**src/qidt_pkg.sv**
```systemverilog
// Shared types and constants for the query ID translation table.
`timescale 1ns / 1ps

package qidt_pkg;

  localparam int TABLE_SIZE = 256;
  localparam int IDX_W      = $clog2(TABLE_SIZE);
  localparam int CNT_W      = $clog2(TABLE_SIZE + 1);

  localparam logic       REQ_ALLOC   = 1'b0;
  localparam logic       REQ_RELEASE = 1'b1;
  localparam logic [7:0] ID_FAIL     = 8'hFF;

  typedef struct packed {
    logic [15:0] query_id;
    logic [31:0] addr;
    logic [15:0] port;
    logic [32:0] expiry;
    logic [63:0] key;
  } entry_t;

  typedef struct packed {
    logic             wr_en;
    logic [IDX_W-1:0] wr_addr;
    logic             rd_en;
    logic [IDX_W-1:0] rd_addr;
    logic             set_done;
    logic [IDX_W-1:0] done_addr;
  } store_cmd_t;

endpackage

```
**src/qidt_match.sv**
```systemverilog
// Replacement test applied to one stored entry during a full-table scan.
`timescale 1ns / 1ps

module qidt_match
  import qidt_pkg::*;
(
  input  entry_t      entry,
  input  logic        done,
  input  logic [31:0] now_seconds,
  input  logic [15:0] query_id,
  input  logic [63:0] name_key,
  output logic        hit
);

  logic expired;
  logic superseded;

  assign expired    = entry.expiry < {1'b0, now_seconds};
  assign superseded = (entry.query_id < query_id) && (entry.key == name_key);
  assign hit        = done || expired || superseded;

endmodule

```
**config.mk**
```make
export PLATFORM = sky130hd
export DESIGN_NAME = qidt_match
export DESIGN_NICKNAME = d
export VERILOG_FILES = /design/src/qidt_pkg.sv /design/src/qidt_match.sv
export SDC_FILE = /design/constraint.sdc
export NUM_CORES = 1
export LEC_CHECK = 0
export ABC_AREA = 1
export BUFFER_PORTS_ARGS = -buffer_cell sky130_fd_sc_hd__buf_2
export CORE_AREA = 2 2 106 108
export DETAILED_ROUTE_END_ITERATION = 12
export DIE_AREA = 0 0 108 110
export SYNTH_ARGS = -nofsm -noshare
export SYNTH_HDL_FRONTEND = slang
export SYNTH_SLANG_ARGS = --single-unit
```
**constraint.sdc**
```tcl
create_clock -name vclk -period 3.2
set_clock_uncertainty 0.1 [all_clocks]
set_input_delay 0.96 -clock vclk [all_inputs]
set_output_delay 0.96 -clock vclk [all_outputs]
set_load 0.005 [all_outputs]
```
==> impl_metrics.toml <==
[routing]
totalWireLength_um = 7466
wl_per_cell_um = 9.379
drc = 0
met2WireLength_um = 3846
dr.first_iter.drc_count = 68
route.antenna.remaining_nets = 0
first_pass_iters = 5
wl_met1_um = 2826
maxUsedRoutingLayer = "met4"
vias = 3104
vias_per_cell = 3.899
wl_met3_um = 723

[timing]
maxSlewViolCount = 0
fin_setup_tns_ns = -0.07807
timing.fmax_mhz = 305.1
slew_headroom_pct = 78.03
rsz0062_at_grt = "true"
hold_viol_final = 0
finalCritPeriodShare_pct = 102.4
fin_ws_ns = -0.07807
tightest_slew_ns = 0.3265
period_minus_slack_ns = 3.278
setup_viol = 1

[layout]
numSequentialCells = 0
stdcell_area_um2 = 4217
layout.nets = 977
stdcell_count = 796
clock_buffers = 0
final_util_pct = 39.42
syn_to_final_growth_pct = 83.65
regArea_um2 = 0
drive_above_1_share_pct = 49.31

[global_route]
grt_pass1_wl_um = 11450
grt_overflow_total = 0
grt_pass1_vias = 2941
antenna_found_initial = 0
grt_max_degree = 4
grt_use_total_pct = 11.60

[hold_path]
min_path_cells = 4
hold_path_end = "hit"
min-delay-start = "done"
hold_class = "input port to output port"

[critical_path]
critPathTopFamily = "simple AND/OR/NAND/NOR gates"
critPathKind = "input port to output port"
start_kind = "input port"
crit_arrival_ns = 2.22
cp.buffers_inverters = 2
crit_path_end_kind = "output port"
slowest_delay_ns = 0.29
cp_max_fo = 2
crit_chain = "buf_2 > ha_4 > nand2_4 > nor2_4 > nand2_4 > nor2_4 > nand2_2 > nand2_2 > nor2_2 > a21oi_2 > nand2_1 > buf_2"
crit_required_ns = 2.14
slowest_stage = "ha_4"

[synthesis]
ys_top_cells_by_count = "126 x nand2_1, 93 x inv_1, 69 x nor2_1"
synth.top_cell.area_share_pct = 25.07
synth_fp_nets = 744
synth_most_common_cell = "nand2_1"
netlist_top_cells_area = "ha_1 25%, nand2_1 21%, xor2_1 16%"
netlist_area_um2 = 2296
avgSynthCellArea_um2 = 5.415
ys_warn_count = 0
synth_area_leader_cell = "ha_1"
synth_cells = 424
synth_seq_area_share_pct = 0
ys_types = 20

[pwr]
power_density_nw_per_um2 = 116.0
ir_worst_vdd_uv = 46.92
leakagePower_nw = 2.521

[floorplanning]
die_w_um = 108
rows = 38
pin_count = 275
dieArea_um2 = 11880
core-area_um2 = 10700
start_util_pct = 21.46
die_h_um = 110

[place]
port_buffers = 227
placed_area_um2 = 3630
dp_hpwl_um = 6655
finalWeightedCongestion = 0.7567
pre_cts_ws_ns = -0.1750
dp_cells = 794

[outcome]
violations = "negative setup slack"
status = "finished, violations left"

[run]
maxCapViolCount = 0

[clocking]
hold_buffers = 0
[timing repair]
item / 4_1_cts / 5_1_grt
pin swaps: 33 / 31
resized for setup: 58 / 51
hold endpoints to repair: 0 / 0
setup endpoints to repair: 1 / 1
setup buffers: 0 / 1
[how the worst max path moves through the flow]
stage	from	endpoint	cells after the start
2_1_floorplan	now_seconds[24]	hit	11
3_3_place_gp	now_seconds[28]	hit	13
3_5_place_dp	now_seconds[28]	hit	13
4_1_cts	now_seconds[6]	hit	13
5_1_grt	now_seconds[22]	hit	13
6_report	entry[92]	hit	12
[through the flow]
stage | hold slack, ns | total power, W
after floorplan | 1.888 | 0.0001985
after global placement | 2.116 | 0.0003893
after detailed placement | 2.122 | 0.0003926
after CTS | 2.129 | 0.0004437
after global routing | 2.159 | 0.0005610
final | 2.106 | 0.0004893
[report_power, final]
part / leakage (nW) / total [W] / internal [W] / switching, W
Sequential: 0 / 0 / 0 / 0
Combinational: 2.52 / 0.000489 / 0.000265 / 0.000225
Clock: 0.00000634 / 0.0000000000418 / 0.0000000000418 / 0
[final cells by class]
| type | instances | area [um^2] |
|---|---|---|
| diodes | 1 | 2.502 |
| fillers | 1170 | 6481 |
| inverters | 98 | 370.4 |
| multi-input cells | 326 | 2409 |
| well taps | 140 | 175.2 |
| repair buffers | 231 | 1260 |
[cell usage in the layout, fill, tap and decap left out]
cell	count
nand2_4	8
o21bai_1	1
inv_4	1
clkinv_1	2
o21a_1	1
nor2_2	2
buf_2	212
ha_1	20
nand2_2	13
nor2_1	64
nor2_4	9
nand3_1	5
a21oi_1	14
a21oi_2	5
xor2_1	42
nor3_2	1
o21ai_0	1
nand2_1	109
diode_2	1
inv_1	69
nand3_2	1
o21ai_1	1
buf_6	15
inv_2	26
ha_4	26
buf_4	4
nor4_1	1
a21o_1	2
[routing by layer]
| metal | up-vias | global-route usage (%) |
|---|---|---|
| met4 | 0 | 1.190 |
| met5 | - | 0 |
| met2 | 135 | 24.84 |
| li1 | 1720 | - |
| met3 | 6 | 2.175 |
| met1 | 1243 | 11.79 |
[logic make-up (layout without fill, tap and decap cells)]
group,count (synthesis),after routing,synth area share [%]
and+or+nand+nor,213,213,36.84
AOI/OAI and AO/OA,25,25,6.049
buffers and inverters,98,329,16.02
adders and majority gates,46,46,25.07
xor gates and xnor gates,42,42,16.02
other,0,1,0
Note: power is estimated with default switching activity, not from simulation.
